$ cat config.mk
export PLATFORM = sky130hd
export DESIGN_NAME = rpfa_front
export DESIGN_NICKNAME = d
export VERILOG_FILES = /design/src/rtl/core/rpfa_pkg.sv /design/src/rtl/core/rpfa_front.sv
export SDC_FILE = /design/constraint.sdc
export NUM_CORES = 1
export LEC_CHECK = 0
export BUFFER_PORTS_ARGS = -buffer_cell sky130_fd_sc_hd__buf_4
export CAP_MARGIN = 0
export CELL_PAD_IN_SITES_DETAIL_PLACEMENT = 1
export CELL_PAD_IN_SITES_GLOBAL_PLACEMENT = 1
export CORE_AREA = 2 2 138 140
export DETAILED_ROUTE_END_ITERATION = 6
export DIE_AREA = 0 0 140 142
export PLACE_DENSITY = 0.71
export SYNTH_ARGS = -nofsm -noshare
export SYNTH_HDL_FRONTEND = slang
export SYNTH_SLANG_ARGS = --single-unit
$ cat constraint.sdc
create_clock -name vclk -period 1.1
set_input_delay 0.165 -clock vclk [all_inputs]
set_output_delay 0.165 -clock vclk [all_outputs]
set_load 0.02 [all_outputs]
$ cat src/rtl/core/rpfa_pkg.sv
// Shared types, constants and fixed-point helpers for the radial pair force accumulator.
`timescale 1ns / 1ps

package rpfa_pkg;

  localparam int unsigned ATOMS_DEF     = 1024;
  localparam int unsigned MAX_TERMS_DEF = 16;
  localparam int unsigned QUEUE_DEPTH   = 2;
  localparam int unsigned CHANNELS      = 3;
  localparam int unsigned TERM_COUNT_RST = 16;

  // Input item kinds (tuser)
  localparam logic [1:0] KIND_COEF = 2'd0;
  localparam logic [1:0] KIND_GRAD = 2'd1;
  localparam logic [1:0] KIND_PAIR = 2'd2;
  localparam logic [1:0] KIND_READ = 2'd3;

  // Channels
  localparam logic [1:0] CH_SAME_MOL = 2'd0;
  localparam logic [1:0] CH_OTHER    = 2'd1;
  localparam logic [1:0] CH_PARTNER  = 2'd2;

  // Exponential constants
  localparam logic [31:0]        LN2_Q32     = 32'd2977044472;
  localparam logic [31:0]        INV_LN2     = 32'd94548;   // 2^32 / (2^16 * ln2), rounded down
  localparam logic signed [31:0] EXP_HI      = 32'sd720896;   // 11.0
  localparam logic signed [31:0] EXP_LO      = -32'sd786432;  // -12.0
  localparam logic signed [31:0] Q_ONE       = 32'sd65536;
  localparam logic signed [31:0] Q_HALF      = 32'sd32768;
  localparam logic [3:0]         TAYLOR_LAST = 4'd12;
  localparam logic [3:0]         TAYLOR_FIRST = 4'd2;

  typedef enum logic [2:0] {
    OP_NOP   = 3'd0,
    OP_COEF  = 3'd1,
    OP_GRAD  = 3'd2,
    OP_PAIR  = 3'd3,
    OP_READ  = 3'd4,
    OP_RZERO = 3'd5
  } op_e;

  typedef struct packed {
    op_e                op;
    logic [9:0]         atom;
    logic [9:0]         nb;
    logic [1:0]         ch;
    logic               same;
    logic signed [31:0] sv;
    logic signed [31:0] dx;
    logic signed [31:0] dy;
    logic signed [31:0] dz;
    logic [5:0]         tix;
  } item_t;

  typedef struct packed {
    logic clearing;
    logic idle;
  } bk_status_t;

  function automatic logic signed [31:0] sat33(input logic signed [32:0] v);
    logic signed [31:0] r;
    if (v > 33'sd2147483647) r = 32'sh7FFFFFFF;
    else if (v < -33'sd2147483648) r = 32'sh80000000;
    else r = v[31:0];
    return r;
  endfunction

  // Q16.16 product: add half, floor shift by 16, saturate
  function automatic logic signed [31:0] qround(input logic signed [65:0] p);
    logic signed [65:0] t;
    logic signed [49:0] s;
    logic signed [31:0] r;
    t = p + 66'sd32768;
    s = $signed(t[65:16]);
    if (s > 50'sd2147483647) r = 32'sh7FFFFFFF;
    else if (s < -50'sd2147483648) r = 32'sh80000000;
    else r = s[31:0];
    return r;
  endfunction

  // floor(2^32 / n) for the Taylor divisors
  function automatic logic [31:0] recip(input logic [3:0] n);
    logic [31:0] r;
    case (n)
      4'd2:    r = 32'd2147483648;
      4'd3:    r = 32'd1431655765;
      4'd4:    r = 32'd1073741824;
      4'd5:    r = 32'd858993459;
      4'd6:    r = 32'd715827882;
      4'd7:    r = 32'd613566756;
      4'd8:    r = 32'd536870912;
      4'd9:    r = 32'd477218588;
      4'd10:   r = 32'd429496729;
      4'd11:   r = 32'd390451572;
      4'd12:   r = 32'd357913941;
      default: r = 32'hFFFFFFFF;
    endcase
    return r;
  endfunction

endpackage

$ cat src/rtl/core/rpfa_front.sv
// Front end: unpacks input transactions, range-checks them and picks the pair channel.
`timescale 1ns / 1ps

module rpfa_front #(
  parameter int unsigned ATOMS     = rpfa_pkg::ATOMS_DEF,
  parameter int unsigned MAX_TERMS = rpfa_pkg::MAX_TERMS_DEF
) (
  input  logic                    tvalid_i,
  output logic                    tready_o,
  input  logic [191:0]            tdata_i,
  input  logic [1:0]              tuser_i,
  input  rpfa_pkg::bk_status_t    status_i,
  output logic                    push_valid_o,
  input  logic                    push_ready_i,
  output rpfa_pkg::item_t         push_item_o
);

  logic [9:0] atom, nb, mol_a, mol_n;
  logic [7:0] pcol, ncol;
  logic [5:0] tix;
  logic       atom_ok, nb_ok;

  assign atom  = tdata_i[9:0];
  assign nb    = tdata_i[19:10];
  assign mol_a = tdata_i[29:20];
  assign mol_n = tdata_i[39:30];
  assign pcol  = tdata_i[47:40];
  assign ncol  = tdata_i[55:48];
  assign tix   = tdata_i[189:184];

  assign atom_ok = (int'(atom) < ATOMS);
  assign nb_ok   = (int'(nb) < ATOMS);

  always_comb begin
    push_item_o.atom = atom;
    push_item_o.nb   = nb;
    push_item_o.sv   = $signed(tdata_i[87:56]);
    push_item_o.dx   = $signed(tdata_i[119:88]);
    push_item_o.dy   = $signed(tdata_i[151:120]);
    push_item_o.dz   = $signed(tdata_i[183:152]);
    push_item_o.tix  = tix;
    push_item_o.same = (atom == nb);
    if (mol_a == mol_n) push_item_o.ch = rpfa_pkg::CH_SAME_MOL;
    else if (pcol == ncol) push_item_o.ch = rpfa_pkg::CH_PARTNER;
    else push_item_o.ch = rpfa_pkg::CH_OTHER;

    push_item_o.op = rpfa_pkg::OP_NOP;
    case (tuser_i)
      rpfa_pkg::KIND_COEF: begin
        if (int'(tix) < rpfa_pkg::CHANNELS * MAX_TERMS) push_item_o.op = rpfa_pkg::OP_COEF;
      end
      rpfa_pkg::KIND_GRAD: begin
        if (atom_ok && int'(tix) < MAX_TERMS) push_item_o.op = rpfa_pkg::OP_GRAD;
      end
      rpfa_pkg::KIND_PAIR: begin
        if (atom_ok && nb_ok) push_item_o.op = rpfa_pkg::OP_PAIR;
      end
      rpfa_pkg::KIND_READ: begin
        push_item_o.op = atom_ok ? rpfa_pkg::OP_READ : rpfa_pkg::OP_RZERO;
      end
      default: push_item_o.op = rpfa_pkg::OP_NOP;
    endcase
  end

  assign tready_o     = push_ready_i && !status_i.clearing;
  assign push_valid_o = tvalid_i && !status_i.clearing;

endmodule

==> results of run 1 <==
## cells in the final DEF, fill, tap and decap left out
master   instances
a21oi_2          1
a31oi_1          1
and2_1           1
buf_4           87
buf_6           14
buf_8            1
inv_1            1
nand2_1          1
nand3_1          1
nand4_1          4
nor2_1           1
nor2_2           1
nor2b_1          2
nor4_2           2
nor4_4           2
o21ai_0          1
xnor2_1          6
xnor2_2         10
xor2_1           9
xor2_4           3
## worst paths after layout
path                     start          endpoint  slack (ps)  cells past startpoint
setup / recovery   tdata_i[39]  push_item_o[135]        -260                      7
hold / removal    tdata_i[183]   push_item_o[37]         330                      0
## cell type report
cell class                      count  area, sq um  share of cell area, %
Multi-Input combinational cell     46          527                   31.9
Timing Repair Buffer              102          826                   50.1
Inverter                            1         3.75                  0.228
Tap cell                          234          293                   17.8
## logic make-up after synthesis
kind of cell           synth area share, %
AO/OA/AOI/OAI                         1.06
XOR/XNOR                              16.1
buffers and inverters                 75.9
AND/OR/NAND/NOR                       6.96
## report_power, final
part           internal [mW]  total [mW]  switching (mW)  leakage [nW]
registers                  0           0               0             0
clock network              0           0               0             0
logic                  0.353       0.604           0.252         0.693
## routing by layer
metal | share of wire [%] | up-vias | GRT usage (%) | wire length, um
li1 | - | 362 | - | -
met3 | 23 | 68 | 3.03 | 1130
met4 | 12 | 4 | 5.74 | 615
met1 | 17 | 385 | 2.34 | 860
met5 | 1.4 | - | 2.76 | 71
met2 | 46 | 192 | 6.95 | 2240
## synthesized netlist by cell type
master,instances,area (sq um)
o21ai_0,1,5.00
inv_1,1,3.75
xnor2_1,16,140
nor2b_1,2,12.5
buf_4,154,1160
nor4_1,2,12.5
and2_1,1,6.26
nor4_4,1,21.3
a21oi_1,1,5.00
nand2_1,1,3.75
a31oi_1,1,6.26
nand4_1,4,25.0
xor2_1,12,105
nor4_2,1,12.5
nand3_1,1,5.00
nor2_1,2,7.51
## through the flow
stage / total power [mW] / setup slack [ps]
after CTS: 0.593 / -192
final: 0.604 / -258
after floorplan: 0.945 / 13.2
after detailed placement: 0.521 / -301
after global routing: 0.644 / -334
after global placement: 0.512 / -293
## what timing repair did
item	in CTS	in global routing
setup buffers	2	0
endpoints found under the setup margin	3	3
hold buffers	0	0
gates resized for setup	28	7
pin swaps	18	6
==> summary.txt, run 1 <==
Setup path
  – Critical Path, Cell by Cell: buf_4, xnor2_2, nand4_1, nor4_2, buf_4, a21oi_2, buf_4
  – CP Data Required Time: 940 ps
  – Slowest cell on crit path: nor4_2
  – Most used cell, CP: buf_4
  – Crit. End Element: primary output
  – Critical path type: in -> out
  – CP top delay family: buffers and inverters
  – Startpoint types: input port
  – Buffers plus inverters on the worst setup path: 3
  – Arrival time worst endpoint: 1190 ps
  – Worst-path maximum fanout: 2
  – Slowest Stage Delay on Critical Path: around 270 ps

Flow run
  – Max Cap Viol: 0

Synthesis
  – Sequential area share after synthesis: 0%
  – Avg Inst Size Synth: 7.60 sq um
  – Warnings from Yosys: 0
  – Syn Inst Count: around 200
  – Netlist cell types: 16
  – Mapped Area: 1530 sq um
  – Post-synthesis net count: between 300 and 400

Drt
  – Routed wire per std cell: around 13 um
  – Detailed Route WL: about 5 mm
  – Residual DRC: 25
  – Post-route ant nets: 0
  – DRT iter0 DRCs: between 60 and 70
  – Via density: around 2.6
  – Vias: between 1,000 and 1,500
  – Drt pass-1 iters: 7

Final layout
  – ANT cells: 0
  – Layout cells sized above 1: 81.2%
  – Layout net count: ~350
  – Final cell count without fillers: about 380
  – Area grow syn2layout: 7.94%
  – Filler instances: around 2,200
  – Fin util: ~8.9%
  – Design area: around 1600 sq um
  – Clock buffers: 0
  – Seq cells: 0
  – FF+latch area: 0 sq um

GRT
  – Global route total overflow: 0
  – Gr usage total: 4.22%
  – First-pass GRT wire length: around 6.3 mm
  – Number of global-route vias before repair: roughly 1,200
  – Initial antenna violation count: 0
  – Pin count of the biggest net entering global routing: 5

Placement
  – Placed cell areas: about 1400 sq um
  – Placed insts: 381
  – GP Congestion: between 0.6 and 0.7
  – DP Wirelength: 4.26 mm
  – Port bufs: between 90 and 100

STA
  – F_max: about 0.74 GHz
  – Post-route minimum period: approximately 1400 ps
  – TNS Setup: -626 ps
  – Final worst path period share: 123%
  – Relative slew slack: 81.4%
  – Final WS setup: -258 ps
  – Final setup vio count: 3
  – Final slew viol count: 0
  – RSZ-0062 raised after global routing: yes
  – Hold WS: 330 ps
  – Final hold vios: 0
  – Worst-Margin Slew: 277 ps

Status
  – Outcome: complete, but fails checks
  – Violated checks: design-rule violations, negative setup slack

Floorplan
  – Core Region: about 18,000 sq um
  – Die span in x: about 140 um
  – Initial Util: 8.28%
  – Die area: about 20,000 sq um
  – Row count: 50
  – Die height: 142 um
  – Boundary Pins: 360

Power
  – PwrDens: approximately 370 nW/um^2
  – VDD IR max: 0.106 mV
  – P_leak: between 0.6 and 0.7 nW

Worst hold path
  – Worst hold path type: in -> out
(Power assumes the default switching activity.)
==> run 2: changes to the inputs <==
GPL_TIMING_DRIVEN = 0   (was not set)
==> run 2 against run 1 <==
Net effect: cell count increased by 73%; hold slack improved by 200 ps; the flow still finishes with violations (design-rule violations, negative setup slack); global-route usage increased by 2.0 points; critical path type unchanged.
==> summary.txt, run 2 (synthesized netlist as in run 1, its figures left out) <==
Status
  – Outcome: complete, but fails checks
  – Violated checks: design-rule violations, negative setup slack

Final layout
  – Filler instances: between 2,000 and 2,500
  – Most common cell after layout, fill and taps aside: buf_4
  – Seq cells: 0
  – Most frequent cells in the layout: 364 x buf_4, 16 x buf_6, 11 x xor2_1
  – Final cell count without fillers: roughly 660
  – Area of the multi-input gates: 515 sq um
  – Area grow syn2layout: 145%
  – Layout net count: 628
  – Layout cells sized above 1: between 90 and 100%
  – Clock buffers: 0
  – Fin util: 20.3%
  – ANT cells: 0
  – FF+latch area: 0 sq um

GRT
  – Global route total overflow: 0
  – Initial antenna violation count: 0
  – Number of global-route vias before repair: just over 2,000
  – First-pass GRT wire length: between 10 and 15 mm
  – Pin count of the biggest net entering global routing: 5
  – Gr usage total: about 6.2%

Drt
  – Post-route ant nets: 0
  – Drt pass-1 iters: 6
  – Detailed Route WL: ~7.4 mm
  – Residual DRC: 25
  – Routed wire per std cell: approximately 11 um
  – Via density: approximately 3.0
  – Vias: 1,968
  – DRT iter0 DRCs: 59

Power
  – Seq pwr share: 0%
  – VDD IR max: approximately 0.13 mV
  – Power share of the combinational group: 100.0%
  – P_leak: 2.04 nW
  – Int Power: around 980 uW
  – Clock share of power: 0%
  – NetSw: between 700 and 800 uW
  – PwrDens: 463 nW/um^2
  – Final Power: roughly 1.7 mW
  – Switch share: between 40% and 50%

Floorplan
  – Boundary Pins: 360
  – Die area: approximately 20,000 sq um
  – Die height: approximately 140 um
  – Initial Util: under 10%
  – Die span in x: approximately 140 um
  – Core Region: 18,500 sq um
  – Row count: 50

STA
  – Final slew viol count: 0
  – F_max: approximately 0.77 GHz
  – RSZ-0062 raised after global routing: yes
  – Hold WS: 527 ps
  – Final hold vios: 0
  – Worst-Margin Slew: 299 ps
  – Relative slew slack: 80.0%
  – Final WS setup: -196 ps
  – Final setup vio count: 3
  – Final worst path period share: 118%
  – Post-route minimum period: approximately 1300 ps

Clock tree
  – Hold-fix buffers, CTS: 0

Setup path
  – Worst-path maximum fanout: 2
  – Critical Path, Cell by Cell: buf_6, xor2_2, nor4_2, nand2_1, nor2_2, buf_6
  – CP Data Required Time: about 940 ps
  – Critical Path Start: tdata_i[50]
  – Most used cell, CP: buf_6
  – Slowest cell on crit path: nor4_2
  – Startpoint types: input port
  – Buffers plus inverters on the worst setup path: 2
  – Arrival time worst endpoint: 1130 ps
  – Critical path type: in -> out
  – Slowest Stage Delay on Critical Path: about 330 ps
  – CP top delay family: simple AND/OR/NAND/NOR gates
  – Crit. End Element: primary output

Placement
  – Port bufs: approximately 230
  – GP Congestion: 0.768
  – Placed insts: between 600 and 700
  – Setup WS pre-CTS: -455 ps
  – DP Wirelength: slightly above 7 mm

Worst hold path
  – Hold_sp: tdata_i[97]
  – Worst hold path type: in -> out

Flow run
  – Max Cap Viol: 0
run 2: changes by cell type in the layout (fill, tap and decap cells not counted):
| cell | previous run | this run |
|---|---|---|
| xor2_1 | 9 | 11 |
| xor2_4 | 3 | 0 |
| xor2_2 | 0 | 1 |
| buf_6 | 14 | 16 |
| xnor2_1 | 6 | 4 |
| xnor2_4 | 0 | 2 |
| buf_4 | 87 | 364 |
run 2: through the flow:
stage          setup TNS, ps  area [sq um]
3_3_place_gp           -1060          3520
4_1_cts                 -584          3650
5_1_grt                 -658          3740
6_report                -475          3740
3_5_place_dp           -1200          3520
2_1_floorplan              0          1540
run 2: what timing repair did:
item | CTS | global route
pin swaps | 15 | 12
setup buffers | 2 | 0
cloned | 0 | 0
gates resized for setup | 20 | 16
endpoints found under the setup margin | 3 | 3
run 2: power groups by stage:
stage	sequential (mW)	combinational, mW	clock [mW]
detailed placement	0	1.66	0
global placement	0	1.65	0
finish	0	1.73	0
global route	0	1.83	0
floorplan	0	0.945	0
CTS	0	1.72	0
run 2: routing by layer:
metal / share of wire, % / vias to the layer above / global-route usage [%]
met5: 0 / - / 0
met4: 0.32 / 0 / 0.213
met3: 14 / 4 / 1.85
met2: 58 / 202 / 13.6
met1: 28 / 839 / 5.86
li1: - / 923 / -
run 2: cell type report:
class	instances	area share, %
multi-input combinational	46	13.8
buffer	154	30.9
inverter	1	0.100
tap	234	7.83
timing repair buffer	227	47.4
run 2: worst paths after layout:
kind | to | slack, ps | cells past startpoint
max | push_item_o[136] | -200 | 6
min | push_item_o[79] | 530 | 2
