**config.mk**
```make
export PLATFORM = sky130hd
export DESIGN_NAME = rpfa_queue
export DESIGN_NICKNAME = d
export VERILOG_FILES = /design/src/rtl/core/rpfa_pkg.sv /design/src/rtl/core/rpfa_queue.sv
export SDC_FILE = /design/constraint.sdc
export NUM_CORES = 1
export LEC_CHECK = 0
export BUFFER_PORTS_ARGS = -buffer_cell sky130_fd_sc_hd__buf_4
export CAP_MARGIN = 20
export CORE_ASPECT_RATIO = 0.6
export CORE_MARGIN = 2
export CORE_UTILIZATION = 52
export CTS_CLUSTER_SIZE = 8
export DETAILED_ROUTE_END_ITERATION = 8
export PLACE_DENSITY = 0.79
export SETUP_SLACK_MARGIN = 0.4
export SYNTH_ARGS = -nofsm -noshare
export SYNTH_HDL_FRONTEND = slang
export SYNTH_SLANG_ARGS = --single-unit
export TNS_END_PERCENT = 50
```
**constraint.sdc**
```tcl
create_clock -name clk_i -period 9.2 [get_ports clk_i]
set_input_delay 1.84 -clock clk_i [delete_from_list [all_inputs] [get_ports clk_i]]
set_output_delay 1.84 -clock clk_i [all_outputs]
set_load 0.005 [all_outputs]
```
**src/rtl/core/rpfa_pkg.sv**
```systemverilog
// Shared types, constants and fixed-point helpers for the radial pair force accumulator.
`timescale 1ns / 1ps

package rpfa_pkg;

  localparam int unsigned ATOMS_DEF     = 1024;
  localparam int unsigned MAX_TERMS_DEF = 16;
  localparam int unsigned QUEUE_DEPTH   = 2;
  localparam int unsigned CHANNELS      = 3;
  localparam int unsigned TERM_COUNT_RST = 16;

  // Input item kinds (tuser)
  localparam logic [1:0] KIND_COEF = 2'd0;
  localparam logic [1:0] KIND_GRAD = 2'd1;
  localparam logic [1:0] KIND_PAIR = 2'd2;
  localparam logic [1:0] KIND_READ = 2'd3;

  // Channels
  localparam logic [1:0] CH_SAME_MOL = 2'd0;
  localparam logic [1:0] CH_OTHER    = 2'd1;
  localparam logic [1:0] CH_PARTNER  = 2'd2;

  // Exponential constants
  localparam logic [31:0]        LN2_Q32     = 32'd2977044472;
  localparam logic [31:0]        INV_LN2     = 32'd94548;   // 2^32 / (2^16 * ln2), rounded down
  localparam logic signed [31:0] EXP_HI      = 32'sd720896;   // 11.0
  localparam logic signed [31:0] EXP_LO      = -32'sd786432;  // -12.0
  localparam logic signed [31:0] Q_ONE       = 32'sd65536;
  localparam logic signed [31:0] Q_HALF      = 32'sd32768;
  localparam logic [3:0]         TAYLOR_LAST = 4'd12;
  localparam logic [3:0]         TAYLOR_FIRST = 4'd2;

  typedef enum logic [2:0] {
    OP_NOP   = 3'd0,
    OP_COEF  = 3'd1,
    OP_GRAD  = 3'd2,
    OP_PAIR  = 3'd3,
    OP_READ  = 3'd4,
    OP_RZERO = 3'd5
  } op_e;

  typedef struct packed {
    op_e                op;
    logic [9:0]         atom;
    logic [9:0]         nb;
    logic [1:0]         ch;
    logic               same;
    logic signed [31:0] sv;
    logic signed [31:0] dx;
    logic signed [31:0] dy;
    logic signed [31:0] dz;
    logic [5:0]         tix;
  } item_t;

  typedef struct packed {
    logic clearing;
    logic idle;
  } bk_status_t;

  function automatic logic signed [31:0] sat33(input logic signed [32:0] v);
    logic signed [31:0] r;
    if (v > 33'sd2147483647) r = 32'sh7FFFFFFF;
    else if (v < -33'sd2147483648) r = 32'sh80000000;
    else r = v[31:0];
    return r;
  endfunction

  // Q16.16 product: add half, floor shift by 16, saturate
  function automatic logic signed [31:0] qround(input logic signed [65:0] p);
    logic signed [65:0] t;
    logic signed [49:0] s;
    logic signed [31:0] r;
    t = p + 66'sd32768;
    s = $signed(t[65:16]);
    if (s > 50'sd2147483647) r = 32'sh7FFFFFFF;
    else if (s < -50'sd2147483648) r = 32'sh80000000;
    else r = s[31:0];
    return r;
  endfunction

  // floor(2^32 / n) for the Taylor divisors
  function automatic logic [31:0] recip(input logic [3:0] n);
    logic [31:0] r;
    case (n)
      4'd2:    r = 32'd2147483648;
      4'd3:    r = 32'd1431655765;
      4'd4:    r = 32'd1073741824;
      4'd5:    r = 32'd858993459;
      4'd6:    r = 32'd715827882;
      4'd7:    r = 32'd613566756;
      4'd8:    r = 32'd536870912;
      4'd9:    r = 32'd477218588;
      4'd10:   r = 32'd429496729;
      4'd11:   r = 32'd390451572;
      4'd12:   r = 32'd357913941;
      default: r = 32'hFFFFFFFF;
    endcase
    return r;
  endfunction

endpackage

```
**src/rtl/core/rpfa_queue.sv**
```systemverilog
// Small FIFO between the front end and the back end.
`timescale 1ns / 1ps

module rpfa_queue #(
  parameter int unsigned DEPTH = rpfa_pkg::QUEUE_DEPTH,
  localparam int unsigned PW = (DEPTH > 1) ? $clog2(DEPTH) : 1,
  localparam int unsigned CW = $clog2(DEPTH + 1)
) (
  input  logic            clk_i,
  input  logic            rst_ni,
  input  logic            push_valid_i,
  output logic            push_ready_o,
  input  rpfa_pkg::item_t push_item_i,
  output logic            pop_valid_o,
  input  logic            pop_ready_i,
  output rpfa_pkg::item_t pop_item_o
);

  rpfa_pkg::item_t ent_q [DEPTH];
  logic [PW-1:0]   wr_q, rd_q;
  logic [CW-1:0]   cnt_q;
  logic            push, pop;

  assign push_ready_o = (cnt_q != CW'(DEPTH));
  assign pop_valid_o  = (cnt_q != '0);
  assign pop_item_o   = ent_q[rd_q];
  assign push = push_valid_i && push_ready_o;
  assign pop  = pop_valid_o && pop_ready_i;

  always_ff @(posedge clk_i) begin
    if (push) begin
      ent_q[wr_q] <= push_item_i;
    end
  end

  always_ff @(posedge clk_i or negedge rst_ni) begin
    if (!rst_ni) begin
      wr_q  <= '0;
      rd_q  <= '0;
      cnt_q <= '0;
    end else begin
      if (push) wr_q <= (wr_q == PW'(DEPTH - 1)) ? '0 : wr_q + 1'b1;
      if (pop)  rd_q <= (rd_q == PW'(DEPTH - 1)) ? '0 : rd_q + 1'b1;
      if (push && !pop) cnt_q <= cnt_q + 1'b1;
      else if (pop && !push) cnt_q <= cnt_q - 1'b1;
    end
  end

endmodule

```
==> out/metrics.cfg, run 1 <==
[placement]
portBuffers = 325
place_ws_ns = 4.956
dp_hpwl_mm = 15.52
placed_cells = 1143
gp_congestion = 0.7826

[critical_path]
required_ns = 7.36
arrival_ns = 2.98
crit_type = reg -> out
worst_setup_path_end_kind = output pin
path_max_fanout = 91
crit_path_start_kind = flop

[yosys]
synth-edff-count = 320
synth-xor-area-share = 0.003619
synthCells = 516
synth.net_count = 681
async_flop_share = 0.01235
yosysTopAreaCell = edfxtp_1
synth_top_family_by_area = multiplexers
yosysWarnings = 0
yosysTopAreaCellShare = 0.7940
synthMuxAreaShare = 0.1768
synth_area_leaders = edfxtp_1 79%, mux2_4 11%, mux2_2 6.5%, buf_6 1.0%, dfrtp_1 0.83%
yosysMostFrequentCell = edfxtp_1
seq_area_frac_synth = 0.8023
synth_compound_area_frac = 0
syn_area_per_cell_um2 = 23.45
ys.flop_type = edfxtp_1
yosys_register_bits = 324
synth-simple-area-share = 0.002792
yosys.area_share.adder = 0.001034
synth_common_cells = 320 x edfxtp_1, 90 x mux2_4, 70 x mux2_2
ys_types = 15
syn-cell-area_um2 = 12100

[run_status]
outcome = finished clean

[grt]
track_usage = 0.1931
antenna_found_initial = 0
grt-ovfl-total = 0
grt_start_max_net_pins = 92
grt_pass1_vias = 6150
grt_pass1_wl_mm = 34.91

[pwr]
p_clk_frac = 0.285
p_int_mw = 3.848
power.leakage_nw = 6.281
vdd_drop_max_mv = 0.2195
p_seq_frac = 0.420
switching_power_mw = 1.332
swShare = 0.2571
power_density_nw_per_um2 = 321.9
combinationalPowerShare = 0.295

[die]
initial_core_util = 0.5268
die_w_um = 200.9
dieArea_um2 = 24550
rows = 43
die_y_um = 122.2
ioPinCount = 326
coreArea_um2 = 22970

[timing]
setup_tns_ns = 0
rsz0062_at_grt = no
slew_headroom = 0.2480
setup_violations = 0
fin_worst_skew_ns = 0.02379
finalCriticalPeriod_ns = 4.820
timing.final.crit_share = 0.5239
worstMarginPinSlew_ns = 1.128
setup_ws_ns = 4.380
finalMaxSlewViolations = 0
hold_viol_final = 0
fmax_mhz = 207.5

[route]
drt-initial-drc-count = 322
viasPerCell = 5.051
wl_per_cell_um = 20.34
vias = 6071
dr.pass1.iters = 4
ant_nets = 0
routed_wl_mm = 24.45
drc = 0

[cts]
clock_path_buffers = 3
clk_latency_ns = 0.54
cts.reportedPaths.clkPinSlew_ns = 0.05
cts-buffers-inserted = 46
cts_tree = yes
ctsResizeCount = 0
post_cts_buffers = 0
ctsHtreeMaxLevel = 2
cts-hold-fix-buffers = 0
cts_sinks = 324
cts_root_buf = clkbuf_16

[final_layout]
finalNonFillerCells = 1202
n_fill_cell = 1390
antenna_cells = 0
final_layout_size_suffix_gt1_frac = 0.6122
nNetsFinal = 1041
area_delta_synth_final_pct = 33.00

[worst_hold_path]
hp-class = reg -> reg

[run]
drv_cap = 0

## critical path, stage by stage, from the launching register on
cell     delay [ns]
dfrtp_4        1.11
buf_12         0.58
mux2_2         0.43
buf_4          0.15
## worst paths after layout
check | slack (ns) | start | cells after the start | to
min in group asynchronous | 1.09 | rst_ni | 1 | cnt_q[0]
worst min-delay path | 0.49 | cnt_q[1] | 1 | cnt_q[1]
worst max register to register | 6.69 | cnt_q[0] | 4 | ent_q[0][110]
worst max-delay path | 4.38 | rd_q | 3 | pop_item_o[135]
max in group asynchronous | 8.00 | rst_ni | 1 | rd_q
worst min register to register | 0.49 | cnt_q[1] | 1 | cnt_q[1]
## stage by stage
stage	cell area (µm²)	power, mW	hold WS (ns)	util
after floorplan	12100	3.062	0.4559	-
after global placement	14840	3.704	0.4822	0.6461
after detailed placement	14840	3.733	0.4822	0.6461
after CTS	16100	5.238	0.4939	0.7006
after global routing	16100	5.410	0.5255	0.7006
final	16100	5.180	0.4930	0.7006
## final cells by class
type | count | area, µm² | area share
inverter | 1 | 3.754 | 0.0002332
multi-input combinational | 173 | 2242 | 0.1393
sequential | 324 | 9713 | 0.6035
clock inverter | 2 | 38.79 | 0.002410
timing repair buffer | 330 | 2490 | 0.1547
tap | 315 | 394.1 | 0.02449
clock buffer | 57 | 1214 | 0.07540
## layout by cell type (no fill, tap or decap)
cell type and n:
clkbuf_16 47, mux2_2 70, dfrtp_4 1, buf_12 1
and3_4 1, clkbuf_1 10, xor2_1 2, ha_1 1
mux2_4 90, nand2b_1 1, edfxtp_1 320, xnor2_1 3
bufinv_16 1, nor2_4 1, or2_2 1, dfrtp_1 3
nor2_1 1, nand2_1 2, inv_1 1, inv_6 1
buf_4 329
## cell families after synthesis
group	Yosys count
XOR/XNOR	5
adder cells (fa/ha/maj)	1
buffers and inverters	19
flip-flops	324
multiplexers	160
AND/OR/NAND/NOR	7
## metal layers
metal	wire, µm	global-route usage
met3	2717	0.09096
met4	340	0.05648
met2	11500	0.3073
met1	9896	0.2385
met5	0	0
## sequential cells by signal, summed over array words and instances, names as in the netlist
signal  flops
rd_q        1
cnt_q       2
wr_q        1
ent_q     320
## power groups by stage
stage,logic (mW),clock network [mW],registers (mW)
after floorplan,0.906,0,2.16
after global placement,1.52,0,2.18
after detailed placement,1.53,0,2.20
after CTS,1.55,1.51,2.18
after global routing,1.62,1.58,2.21
final,1.53,1.48,2.17
(Power assumes the default switching activity.)
==> inputs of run 2 (changes only) <==
CORE_UTILIZATION = 47   (was 52)
PLACE_DENSITY = 0.75   (was 0.79)
clock period = 3.9 ns   (was 9.2 ns; I/O delays follow)
==> run 2 against run 1 <==
  * First-iteration DRC count is 30% higher
  * Setup slack got worse by 3.6 ns
  * Routed wire length grew 1.1%
  * Via count fell by 0.58%
  * Total power rose by 140%
  * Largest power group unchanged
==> out/metrics.cfg, run 2 (synthesized netlist as in run 1, its figures left out) <==
[run_status]
outcome = finished clean

[pwr]
p_int_mw = 9.136
swShare = 0.2560
power.leakage_nw = 6.317
combinationalPowerShare = 0.305
switching_power_mw = 3.144
p_clk_frac = 0.285
power_density_nw_per_um2 = 757.1
p_seq_frac = 0.410
vdd_drop_max_mv = 0.5744

[cts]
cts.reportedPaths.clkPinSlew_ns = 0.05
clock_path_buffers = 3
cts_sinks = 324
post_cts_buffers = 0
ctsResizeCount = 0
clk_latency_ns = 0.53
cts-hold-fix-buffers = 0
cts-buffers-inserted = 46
cts_tree = yes
ctsHtreeMaxLevel = 2
cts_root_buf = clkbuf_16

[critical_path]
required_ns = 3.12
critPathMostFrequentCell = buf_12
crit_chain = buf_12 > buf_12 > mux2_2 > buf_4
r2r_cells = 3
worst_setup_path_end_kind = output pin
crit_type = reg -> out
r2r_start = cnt_q[0]
crit_path_start_kind = flop
r2r-end = ent_q[1][125]
crit_slowest_cell = dfrtp_4
cp_slowest_stage_delay_ns = 0.70
arrival_ns = 2.30
path_max_fanout = 42
rrSetupSlack_ns = 1.67

[final_layout]
regMostFlops = ent_q
mostFrequentLayoutCells = 327 x buf_4, 320 x edfxtp_1, 90 x mux2_4
final_layout_size_suffix_gt1_frac = 0.6146
largest_reg_flops = 320
final_common_cell = buf_4
area_delta_synth_final_pct = 34.03
n_fill_cell = 1724
reg_top3 = ent_q x320, cnt_q x2
nNetsFinal = 1044

[grt]
grt_start_max_net_pins = 161
met2_usage = 0.2657
use_met1 = 0.2301
grt_pass1_vias = 6228
track_usage = 0.1784
grt.busiest_layer = met2
antenna_found_initial = 2
grt_pass1_wl_mm = 35.92
grt-ovfl-total = 0
grt_util_met3 = 0.08991

[die]
die_w_um = 211.2
dieArea_um2 = 27090
die_y_um = 128.3
rows = 45
ioPinCount = 326
coreArea_um2 = 25280
initial_core_util = 0.4787

[timing]
slew_headroom = 0.3357
setup_violations = 0
finalMaxSlewViolations = 0
hold_viol_final = 0
rsz0062_at_grt = no
fmax_mhz = 324.2
setup_tns_ns = 0
setup_ws_ns = 0.8153
fin_worst_skew_ns = 0.02224
finalCriticalPeriod_ns = 3.085
timing.final.crit_share = 0.7909
worstMarginPinSlew_ns = 0.9964

[route]
drt-initial-drc-count = 419
dr.pass1.iters = 7
wl_per_cell_um = 20.25
viasPerCell = 4.943
drc = 0
vias = 6036
routed_wl_mm = 24.72
ant_nets = 0

[run]
drv_cap = 0

[placement]
place_ws_ns = 1.345
dp_hpwl_mm = 16.38
portBuffers = 325
gp_congestion = 0.7548

[worst_hold_path]
hp-class = in -> async

[run 2: cell types whose count changed in the layout (fill, tap and decap cells not counted)]
cell	change
buf_12	+5
buf_4	-2
diode_2	+2
nand2_1	-1
nand2_8	+1
[run 2: final cells by class]
| cell class | instances | area [µm²] | share of cell area |
|---|---|---|---|
| multi-input combinational | 173 | 2258 | 0.1392 |
| clock inverter | 2 | 38.79 | 0.002391 |
| inverter | 1 | 3.754 | 0.0002314 |
| clock buffer | 57 | 1214 | 0.07483 |
| tap | 329 | 411.6 | 0.02538 |
| sequential | 324 | 9713 | 0.5989 |
| timing repair buffer | 333 | 2575 | 0.1588 |
| antenna | 2 | 5.005 | 0.0003086 |
[run 2: stage by stage]
stage          area (µm²)    util  hold slack, ns  power (mW)  cells
2_1_floorplan       12130       -          0.4559       7.163    516
3_3_place_gp        14960  0.5918          0.4746       8.840   1160
3_5_place_dp        14960  0.5918          0.4958       8.892   1160
4_1_cts             16210  0.6414        0.007913       12.44   1219
5_1_grt             16220  0.6415         0.01224       12.86   1220
6_report            16220  0.6416         0.03520       12.28   1221
[run 2: power by group through the flow]
| stage | clock, mW | combinational (mW) | sequential, mW |
|---|---|---|---|
| floorplan | 0 | 2.15 | 5.01 |
| global placement | 0 | 3.76 | 5.08 |
| detailed placement | 0 | 3.79 | 5.10 |
| CTS | 3.58 | 3.81 | 5.05 |
| global route | 3.76 | 4.00 | 5.10 |
| finish | 3.50 | 3.74 | 5.04 |
[run 2: per-layer routing]
| layer | share of wire | vias up |
|---|---|---|
| li1 | - | 2782 |
| met1 | 0.42 | 2977 |
| met2 | 0.45 | 245 |
| met3 | 0.12 | 32 |
| met4 | 0.016 | 0 |
| met5 | 0 | - |
[run 2: how the worst max path moves through the flow]
stage,end,slack (ns),cells past startpoint,from
finish,pop_item_o[4],0.82,4,rd_q
global placement,pop_item_o[0],1.35,4,rd_q
global route,pop_item_o[6],0.70,4,rd_q
CTS,pop_item_o[138],0.76,4,rd_q
detailed placement,pop_item_o[138],1.34,4,rd_q
floorplan,ent_q[0][0],0.28,2,push_valid_i
[run 2: worst max-delay path, delay by kind of cell, from the launching register on]
| kind | cells | cell delay [ns] |
|---|---|---|
| mux | 1 | 0.35 |
| buf+inv | 3 | 0.67 |
| flops | 1 | 0.70 |
